`config.mk`:
```
export PLATFORM = sky130hd
export DESIGN_NAME = tls_client_hello_sni_locator_unit
export DESIGN_NICKNAME = d
export VERILOG_FILES = /design/src/tlssni_pkg.sv /design/src/tls_client_hello_sni_locator_unit.sv
export VERILOG_INCLUDE_DIRS = /design/src /design/src/src
export SDC_FILE = /design/constraint.sdc
export NUM_CORES = 1
export LEC_CHECK = 0
export ABC_AREA = 1
export BUFFER_PORTS_ARGS = -buffer_cell sky130_fd_sc_hd__buf_2
export CORE_MARGIN = 8
export CORE_UTILIZATION = 40
export DETAILED_ROUTE_END_ITERATION = 10
export GPL_TIMING_DRIVEN = 0
export PLACE_DENSITY_LB_ADDON = 0.12
export SKIP_LAST_GASP = 1
export SYNTH_ARGS = -nofsm -noshare
export SYNTH_HDL_FRONTEND = slang
export SYNTH_SLANG_ARGS = --single-unit
```
`constraint.sdc`:
```
create_clock -name clk -period 6.5 [get_ports clk]
set_input_delay 0.325 -clock clk [delete_from_list [all_inputs] [get_ports clk]]
set_output_delay 0.325 -clock clk [all_outputs]
set_load 0.1 [all_outputs]
```
`src/tls_client_hello_sni_locator_unit_macros.svh`:
```
// assertion macros for the tls server name locator
// used by the top level; needs clk and rst_n in scope
`ifndef TLS_CLIENT_HELLO_SNI_LOCATOR_UNIT_MACROS_SVH
`define TLS_CLIENT_HELLO_SNI_LOCATOR_UNIT_MACROS_SVH

// antecedent holds in the same cycle as the consequent
`define TLSSNI_ASSERT_SAME(label, ante, cons) \
    label: assert property (@(posedge clk) disable iff (!rst_n) (ante) |-> (cons)) \
        else $error("tlssni assertion failed");

// consequent holds in the cycle after the antecedent
`define TLSSNI_ASSERT_NEXT(label, ante, cons) \
    label: assert property (@(posedge clk) disable iff (!rst_n) (ante) |=> (cons)) \
        else $error("tlssni assertion failed");

`endif

```
`src/tlssni_pkg.sv`:
```
// types and constants for the tls server name locator
// no dependencies
`timescale 1ns / 1ps

package tlssni_pkg;

    localparam int unsigned MAX_PAYLOAD_BYTES_DEFAULT = 65535;

    localparam int unsigned TGT_W     = 18;
    localparam int unsigned CFG_ADDR_W = 3;
    localparam int unsigned CFG_DATA_W = 32;

    localparam logic [7:0] FIRST_LEN_OFS_RESET = 8'h4c;
    localparam logic [7:0] RECORD_TYPE_RESET   = 8'h16;

    // register index taken from paddr[2]
    localparam logic REG_FIRST_LEN_OFS = 1'b0;
    localparam logic REG_RECORD_TYPE   = 1'b1;

    // offsets inside a server name extension, from its start
    localparam logic [TGT_W-1:0] NAME_LEN_HI  = 18'd7;
    localparam logic [TGT_W-1:0] NAME_LEN_LO  = 18'd8;
    localparam logic [TGT_W-1:0] NAME_DATA    = 18'd9;
    localparam logic [TGT_W-1:0] EXT_HDR_LEN  = 18'd4;

    localparam logic [1:0] ST_NONE  = 2'd0;
    localparam logic [1:0] ST_FOUND = 2'd1;
    localparam logic [1:0] ST_TRUNC = 2'd2;

    typedef enum logic [2:0] {
        PH_RECORD = 3'd0,
        PH_CIPHER = 3'd1,
        PH_COMP   = 3'd2,
        PH_BLOCK  = 3'd3,
        PH_EXT    = 3'd4,
        PH_NAME   = 3'd5,
        PH_DONE   = 3'd6
    } phase_t;

endpackage

```
`src/tls_client_hello_sni_locator_unit.sv`:
```
// tls clienthello server name locator, top level
// depends on tlssni_pkg and tls_client_hello_sni_locator_unit_macros.svh
//
//   channel | handshake          | beat
//   --------+--------------------+-------------------------------------
//   input   | in_valid/in_stall  | data_byte, last
//   output  | out_valid/out_stall| status, name_offset, name_length
//   config  | apb psel/penable   | paddr, pwdata, prdata
//
// one payload byte per cycle while in_stall is low; each byte is a compare and an 18-bit add on the
// parse target, done combinationally between the state registers
// the result is registered into the output register when it is free, else into the skid
// two result slots (output register and skid), in_stall rises only when both hold
// no clearing pass after reset, the first byte can come right away
`timescale 1ns / 1ps
`include "tls_client_hello_sni_locator_unit_macros.svh"

module tls_client_hello_sni_locator_unit #(
    parameter int unsigned MAX_PAYLOAD_BYTES = tlssni_pkg::MAX_PAYLOAD_BYTES_DEFAULT
) (
    input  logic                               clk,
    input  logic                               rst_n,
    input  logic                               in_valid,
    output logic                               in_stall,
    input  logic [7:0]                         data_byte,
    input  logic                               last,
    output logic                               out_valid,
    input  logic                               out_stall,
    output logic [1:0]                         status,
    output logic [15:0]                        name_offset,
    output logic [15:0]                        name_length,
    input  logic                               psel,
    input  logic                               penable,
    input  logic                               pwrite,
    input  logic [tlssni_pkg::CFG_ADDR_W-1:0]  paddr,
    input  logic [tlssni_pkg::CFG_DATA_W-1:0]  pwdata,
    output logic [tlssni_pkg::CFG_DATA_W-1:0]  prdata,
    output logic                               pready
);
    import tlssni_pkg::*;

    localparam int unsigned POS_W = $clog2(MAX_PAYLOAD_BYTES + 1);
    localparam logic [POS_W-1:0] POS_MAX = POS_W'(MAX_PAYLOAD_BYTES);

    // configuration
    logic [7:0] first_len_ofs_reg;
    logic [7:0] record_type_reg;
    logic       cfg_wr;

    // parse state
    phase_t             phase_reg, phase_next;
    logic [POS_W-1:0]   pos_reg, pos_next;
    logic [TGT_W-1:0]   tgt_reg, tgt_next;
    logic [7:0]         held_reg, held_next;
    logic [TGT_W-1:0]   ebe_reg, ebe_next;
    logic [1:0]         fs_reg, fs_next;
    logic [15:0]        fo_reg, fo_next;
    logic [15:0]        fl_reg, fl_next;

    // working copy after the start-of-payload clear
    phase_t             s_phase;
    logic [TGT_W-1:0]   s_tgt;
    logic [7:0]         s_held;
    logic [TGT_W-1:0]   s_ebe;
    logic [1:0]         s_fs;
    logic [15:0]        s_fo;
    logic [15:0]        s_fl;

    logic               in_acc;
    logic               in_range;
    logic [TGT_W-1:0]   pos_ext;
    logic [TGT_W-1:0]   rel_pos;
    logic               active;
    logic [15:0]        v16;
    logic [TGT_W-1:0]   t2;
    logic [TGT_W-1:0]   blk_end;
    logic [TGT_W-1:0]   ext_next;
    logic [POS_W-1:0]   pos_after;

    logic [1:0]         res_status;
    logic [15:0]        res_offset;
    logic [15:0]        res_length;

    // output register and skid
    logic               out_valid_reg;
    logic [1:0]         out_status_reg;
    logic [15:0]        out_offset_reg;
    logic [15:0]        out_length_reg;
    logic               skid_valid_reg;
    logic [1:0]         skid_status_reg;
    logic [15:0]        skid_offset_reg;
    logic [15:0]        skid_length_reg;
    logic               push;
    logic               pop;

    // ---------------- configuration port ----------------
    assign pready = 1'b1;
    assign cfg_wr = psel && penable && pwrite && pready;

    always_ff @(posedge clk or negedge rst_n)
    begin
        if (!rst_n)
        begin
            first_len_ofs_reg <= FIRST_LEN_OFS_RESET;
            record_type_reg   <= RECORD_TYPE_RESET;
        end
        else if (cfg_wr)
        begin
            case (paddr[2])
                REG_FIRST_LEN_OFS: first_len_ofs_reg <= pwdata[7:0];
                REG_RECORD_TYPE:   record_type_reg   <= pwdata[7:0];
                default:           first_len_ofs_reg <= first_len_ofs_reg;
            endcase
        end
    end

    always_comb
    begin
        case (paddr[2])
            REG_FIRST_LEN_OFS: prdata = {24'd0, first_len_ofs_reg};
            REG_RECORD_TYPE:   prdata = {24'd0, record_type_reg};
            default:           prdata = '0;
        endcase
    end

    // ---------------- parser ----------------
    assign in_stall = skid_valid_reg;
    assign in_acc   = in_valid && !in_stall;
    assign in_range = pos_reg < POS_MAX;

    always_ff @(posedge clk or negedge rst_n)
    begin
        if (!rst_n)
        begin
            phase_reg <= PH_RECORD;
            pos_reg   <= '0;
            tgt_reg   <= TGT_W'(FIRST_LEN_OFS_RESET);
            held_reg  <= '0;
            ebe_reg   <= '0;
            fs_reg    <= ST_NONE;
            fo_reg    <= '0;
            fl_reg    <= '0;
        end
        else
        begin
            phase_reg <= phase_next;
            pos_reg   <= pos_next;
            tgt_reg   <= tgt_next;
            held_reg  <= held_next;
            ebe_reg   <= ebe_next;
            fs_reg    <= fs_next;
            fo_reg    <= fo_next;
            fl_reg    <= fl_next;
        end
    end

    always_comb
    begin
        // byte 0 starts a fresh payload
        if (pos_reg == '0)
        begin
            s_phase = (data_byte == record_type_reg) ? PH_CIPHER : PH_DONE;
            s_tgt   = TGT_W'(first_len_ofs_reg);
            s_held  = '0;
            s_ebe   = '0;
            s_fs    = ST_NONE;
            s_fo    = '0;
            s_fl    = '0;
        end
        else
        begin
            s_phase = phase_reg;
            s_tgt   = tgt_reg;
            s_held  = held_reg;
            s_ebe   = ebe_reg;
            s_fs    = fs_reg;
            s_fo    = fo_reg;
            s_fl    = fl_reg;
        end

        pos_ext  = TGT_W'(pos_reg);
        rel_pos  = pos_ext - s_tgt;
        active   = (s_phase != PH_DONE) && (pos_ext >= s_tgt);
        v16      = {s_held, data_byte};
        t2       = s_tgt + TGT_W'(2);
        blk_end  = t2 + TGT_W'(v16);
        ext_next = s_tgt + EXT_HDR_LEN + TGT_W'(v16);

        phase_next = s_phase;
        tgt_next   = s_tgt;
        held_next  = s_held;
        ebe_next   = s_ebe;
        fs_next    = s_fs;
        fo_next    = s_fo;
        fl_next    = s_fl;

        if (active)
        begin
            case (s_phase)
                PH_CIPHER:
                begin
                    if (rel_pos == TGT_W'(0))
                    begin
                        held_next = data_byte;
                    end
                    else if (rel_pos == TGT_W'(1))
                    begin
                        tgt_next   = t2 + TGT_W'(v16);
                        phase_next = PH_COMP;
                    end
                end
                PH_COMP:
                begin
                    if (rel_pos == TGT_W'(0))
                    begin
                        tgt_next   = s_tgt + TGT_W'(1) + TGT_W'(data_byte);
                        phase_next = PH_BLOCK;
                    end
                end
                PH_BLOCK:
                begin
                    if (rel_pos == TGT_W'(0))
                    begin
                        held_next = data_byte;
                    end
                    else if (rel_pos == TGT_W'(1))
                    begin
                        tgt_next = t2;
                        // block length with the top bit set reads as negative
                        if (v16[15])
                        begin
                            phase_next = PH_DONE;
                        end
                        else
                        begin
                            ebe_next   = blk_end;
                            phase_next = (t2 >= blk_end) ? PH_DONE : PH_EXT;
                        end
                    end
                end
                PH_EXT:
                begin
                    if (rel_pos == TGT_W'(0) || rel_pos == TGT_W'(2))
                    begin
                        held_next = data_byte;
                    end
                    else if (rel_pos == TGT_W'(1))
                    begin
                        if (v16 == 16'd0)
                        begin
                            fs_next    = ST_TRUNC;
                            phase_next = PH_NAME;
                        end
                    end
                    else if (rel_pos == TGT_W'(3))
                    begin
                        tgt_next = ext_next;
                        if (ext_next >= s_ebe)
                        begin
                            phase_next = PH_DONE;
                        end
                    end
                end
                PH_NAME:
                begin
                    if (rel_pos == NAME_LEN_HI)
                    begin
                        held_next = data_byte;
                    end
                    else if (rel_pos == NAME_LEN_LO)
                    begin
                        fl_next    = v16;
                        fo_next    = 16'(s_tgt + NAME_DATA);
                        fs_next    = ST_FOUND;
                        phase_next = PH_DONE;
                    end
                end
                default:
                begin
                    phase_next = PH_DONE;
                end
            endcase
        end

        pos_after = in_range ? pos_reg + POS_W'(1) : pos_reg;

        // bytes past the size limit leave the parse untouched
        if (!in_range)
        begin
            phase_next = phase_reg;
            tgt_next   = tgt_reg;
            held_next  = held_reg;
            ebe_next   = ebe_reg;
            fs_next    = fs_reg;
            fo_next    = fo_reg;
            fl_next    = fl_reg;
        end

        // result of the payload ending on this beat
        if (fs_next == ST_FOUND && fo_next < 16'(pos_after))
        begin
            res_status = ST_FOUND;
            res_offset = fo_next;
            res_length = fl_next;
        end
        else if (fs_next != ST_NONE)
        begin
            res_status = ST_TRUNC;
            res_offset = '0;
            res_length = '0;
        end
        else
        begin
            res_status = ST_NONE;
            res_offset = '0;
            res_length = '0;
        end

        pos_next = pos_after;

        if (!in_acc)
        begin
            phase_next = phase_reg;
            pos_next   = pos_reg;
            tgt_next   = tgt_reg;
            held_next  = held_reg;
            ebe_next   = ebe_reg;
            fs_next    = fs_reg;
            fo_next    = fo_reg;
            fl_next    = fl_reg;
        end
        else if (last)
        begin
            phase_next = PH_RECORD;
            pos_next   = '0;
            tgt_next   = TGT_W'(first_len_ofs_reg);
            held_next  = '0;
            ebe_next   = '0;
            fs_next    = ST_NONE;
            fo_next    = '0;
            fl_next    = '0;
        end
    end

    // ---------------- result queue ----------------
    assign push = in_acc && last;
    assign pop  = out_valid_reg && !out_stall;

    always_ff @(posedge clk or negedge rst_n)
    begin
        if (!rst_n)
        begin
            out_valid_reg  <= 1'b0;
            skid_valid_reg <= 1'b0;
        end
        else if (!out_valid_reg || pop)
        begin
            out_valid_reg  <= skid_valid_reg || push;
            skid_valid_reg <= skid_valid_reg && push;
        end
        else if (push)
        begin
            skid_valid_reg <= 1'b1;
        end
    end

    always_ff @(posedge clk)
    begin
        if (!out_valid_reg || pop)
        begin
            if (skid_valid_reg)
            begin
                out_status_reg  <= skid_status_reg;
                out_offset_reg  <= skid_offset_reg;
                out_length_reg  <= skid_length_reg;
                skid_status_reg <= res_status;
                skid_offset_reg <= res_offset;
                skid_length_reg <= res_length;
            end
            else
            begin
                out_status_reg <= res_status;
                out_offset_reg <= res_offset;
                out_length_reg <= res_length;
            end
        end
        else if (push)
        begin
            skid_status_reg <= res_status;
            skid_offset_reg <= res_offset;
            skid_length_reg <= res_length;
        end
    end

    assign out_valid   = out_valid_reg;
    assign status      = out_status_reg;
    assign name_offset = out_offset_reg;
    assign name_length = out_length_reg;

    // ---------------- assertions ----------------
    `TLSSNI_ASSERT_SAME(a_skid_behind_out, skid_valid_reg, out_valid_reg)
    `TLSSNI_ASSERT_NEXT(a_last_clears_parse, in_acc && last,
        pos_reg == '0 && phase_reg == PH_RECORD && fs_reg == ST_NONE)
    `TLSSNI_ASSERT_NEXT(a_held_result_spills, in_acc && last && out_valid_reg && out_stall,
        skid_valid_reg)
    `TLSSNI_ASSERT_SAME(a_no_name_zero_fields,
        out_valid_reg && out_status_reg != ST_FOUND,
        out_offset_reg == '0 && out_length_reg == '0)

endmodule

```
==> run metrics <==
WL final=57.2 mm; Placer Congestion=roughly 0.96; total CTS buffers=17; post-synth top area cell=dfrtp_1; Post-Syn Area=0.0159 sq mm; worst path arrival time=approximately 6.5 ns; Final Util=0.455; clock latency on the worst-skew pair=approximately 0.47 ns; worst slew pin tran=1.27 ns; Power Dens Cells=~300 mW/mm^2; DRC Markers=0; Critical-path top delay cell=dfrtp_2; Max Slew Vio Count=0; area delta synth->final=13.2%; hold path start=pwdata[2]; max-cap check violation count=0; # setup viols final=0; Max VDD drop=0.260 mV; PortBufs=68; Initial DRC Count=1497; die area=0.0463 sq mm; skew final=0.0210 ns; first-pass GRT wire length=88.1 mm; Seq/Total Area, Yosys=0.311; gr usage total=0.243; Synth area leaders=dfrtp_1 (17%), edfxtp_1 (13%), nand2_1 (12%); Vert. Die Dim=215 microns; Crit Path Max Fanout=10; layout cells sized above 1=0.126; register bit total from synthesis=183; clock-pin slew on the worst setup and hold paths=0.08 ns; largest net degree at the start of global routing=76; slowest stage delay, CP=0.45 ns; R2R Path End=phase_reg[1]$_DFFE_PN0P_; fillers=4103; Final Hold Fails=0; sw frac=0.498; Pint=0.00270 W; maximum clock insertion buffer count=2; most frequent cells in the layout=nand2_1 (495), inv_1 (298), o21ai_0 (179); final setup TNS=0 ns; Netlist cell types=just over 70; Flop pwr share=0.246; die width=215 microns; Syn Area/Cell=7.28 sq um; Total Power=roughly 0.0054 W; Mapped Cells=2177; Primary FF master, synth=dfrtp_1; CORE AREA=0.0395 sq mm; HPWL Detailed=46.1 mm; period utilization=0.948; GR Overflow Total=0; R2R depth=40; drt pass-1 iters=6; via count=about 15000; Crit path required time=6.85 ns; Critical Path End Type=flop; # IOs=120; net switching power=0.00268 W; fin crit period=6.16 ns; Max-slew headroom=0.145; Root Buffer=clkbuf_16; critical path class=reg -> reg; crit path from=pos_reg[1]$_DFFE_PN0P_; HP Class=in -> reg; Pleak=8.38 nW; wire length per cell=approximately 20 microns; reg2reg start=pos_reg[1]$_DFFE_PN0P_; Std-Cell Rows=73; EDFF count, synth=68; vias in the first global route=15115; Synthesis Warnings=0; initial antenna violation count=0; Comb power frac=0.547; ant diodes=0; Routed Antenna Nets=0; final net count=2488; run status=finished clean; Initial Util=0.402; clock power share=0.207; worst hold path cell count=3; # H-tree levels=4; CTS tree=built; Async S/R FF share, synth=0.628; CTS sink count=183; commonest non-fill, non-tap cell in the layout=nand2_1; flop2flop setup slack=0.34 ns; DR vias/cell=5.43; hold endpoint=first_len_ofs_reg[2]$_DFFE_PN1P_; CP most frequent cell=nand2_1; Synth top area share=0.167; Startpoint Class=flop; Fmax=162 MHz
## worst max-delay path by stage
stage / endpoint / slack, ns / cells after the start
6_report: phase_reg[1]$_DFFE_PN0P_ / 0.34 / 40
5_1_grt: phase_reg[1]$_DFFE_PN0P_ / -0.01 / 38
4_1_cts: skid_length_reg[4]$_DFFE_PP_ / 0.02 / 36
3_5_place_dp: skid_length_reg[4]$_DFFE_PP_ / -1.09 / 32
3_3_place_gp: skid_offset_reg[8]$_DFFE_PP_ / -0.88 / 32
2_1_floorplan: status[1]$_DFFE_PN_ / 1.11 / 34
## power groups by stage
stage / sequential, W / combinational [W] / clock [W]
finish: 0.00132 / 0.00294 / 0.00111
global route: 0.00133 / 0.00321 / 0.00117
CTS: 0.00132 / 0.00283 / 0.00113
detailed placement: 0.00135 / 0.00278 / 0
global placement: 0.00135 / 0.00274 / 0
floorplan: 0.00149 / 0.00181 / 0
## per-stage QoR
step / hold WS [ns] / area, sq um / std cells / worst slack, ns
finish: 0.0981 / 17900 / 2847 / 0.340
global placement: 0.462 / 16900 / 2793 / -0.885
detailed placement: 0.295 / 17000 / 2796 / -1.09
floorplan: 0.0294 / 15900 / 2200 / 1.11
global route: 0.112 / 17900 / 2847 / -0.0111
CTS: 0.0808 / 17700 / 2833 / 0.0248
## timing repair
item	CTS	global route
endpoints found under the hold margin	35	0
gates resized for setup	17	29
hold buffers	1	0
buffers inserted	4	14
pin swaps	1	5
setup endpoints to repair	69	69
## synth_stat cells (5+ instances only)
cell type and count:
a211oi_1 6, a21oi_1 90, a31oi_1 13, a32oi_1 6
buf_2 11, buf_4 25, buf_6 5, clkbuf_1 48
clkinv_1 6, dfrtp_1 106, dfstp_2 9, edfxtp_1 68
fa_1 9, ha_1 119, inv_1 303, inv_2 21
nand2_1 496, nand2_2 13, nand3_1 95, nand4_1 53
nor2_1 140, nor2_2 31, nor2_4 6, nor3_1 18
nor4_1 8, o2111ai_1 8, o211ai_1 52, o21ai_0 183
o21ai_1 13, o21bai_1 6, o22ai_1 56, xnor2_1 20
xor2_1 62
## cell type report
cell class / count / area [sq um] / area share
Clock inverter: 15 / 184 / 0.0103
Buffer: 91 / 513 / 0.0286
Timing Repair Buffer: 90 / 587 / 0.0327
Inverter: 331 / 1250 / 0.0696
Tap cell: 525 / 657 / 0.0366
Clock buffer: 17 / 425 / 0.0237
Multi-Input combinational cell: 1595 / 9400 / 0.524
Sequential cell: 183 / 4930 / 0.275
## cells by family after synthesis
logic type,Yosys count,synth area share
AOI/OAI and AO/OA,474,0.179
xor gates and xnor gates,83,0.0463
adders and majority gates,128,0.105
buffers and inverters,422,0.109
DFF,183,0.311
other,2,0.000474
and+or+nand+nor,885,0.248
## worst max-delay path: cells and delay by family, from the launching register on
kind / cells / cell delay [ns]
XOR/XNOR: 2 / 0.55
AO/OA/AOI/OAI: 6 / 1.00
buffers and inverters: 5 / 0.69
adder cells (fa/ha/maj): 4 / 1.02
flip-flops: 1 / 0.45
AND/OR/NAND/NOR: 23 / 2.32
## metal layers
metal / part of all wire / global-route usage
met2: 0.47 / 0.410
met3: 0.063 / 0.0326
met5: 0 / 0
met4: 0.038 / 0.0996
met1: 0.43 / 0.312
(Power assumes the default switching activity.)
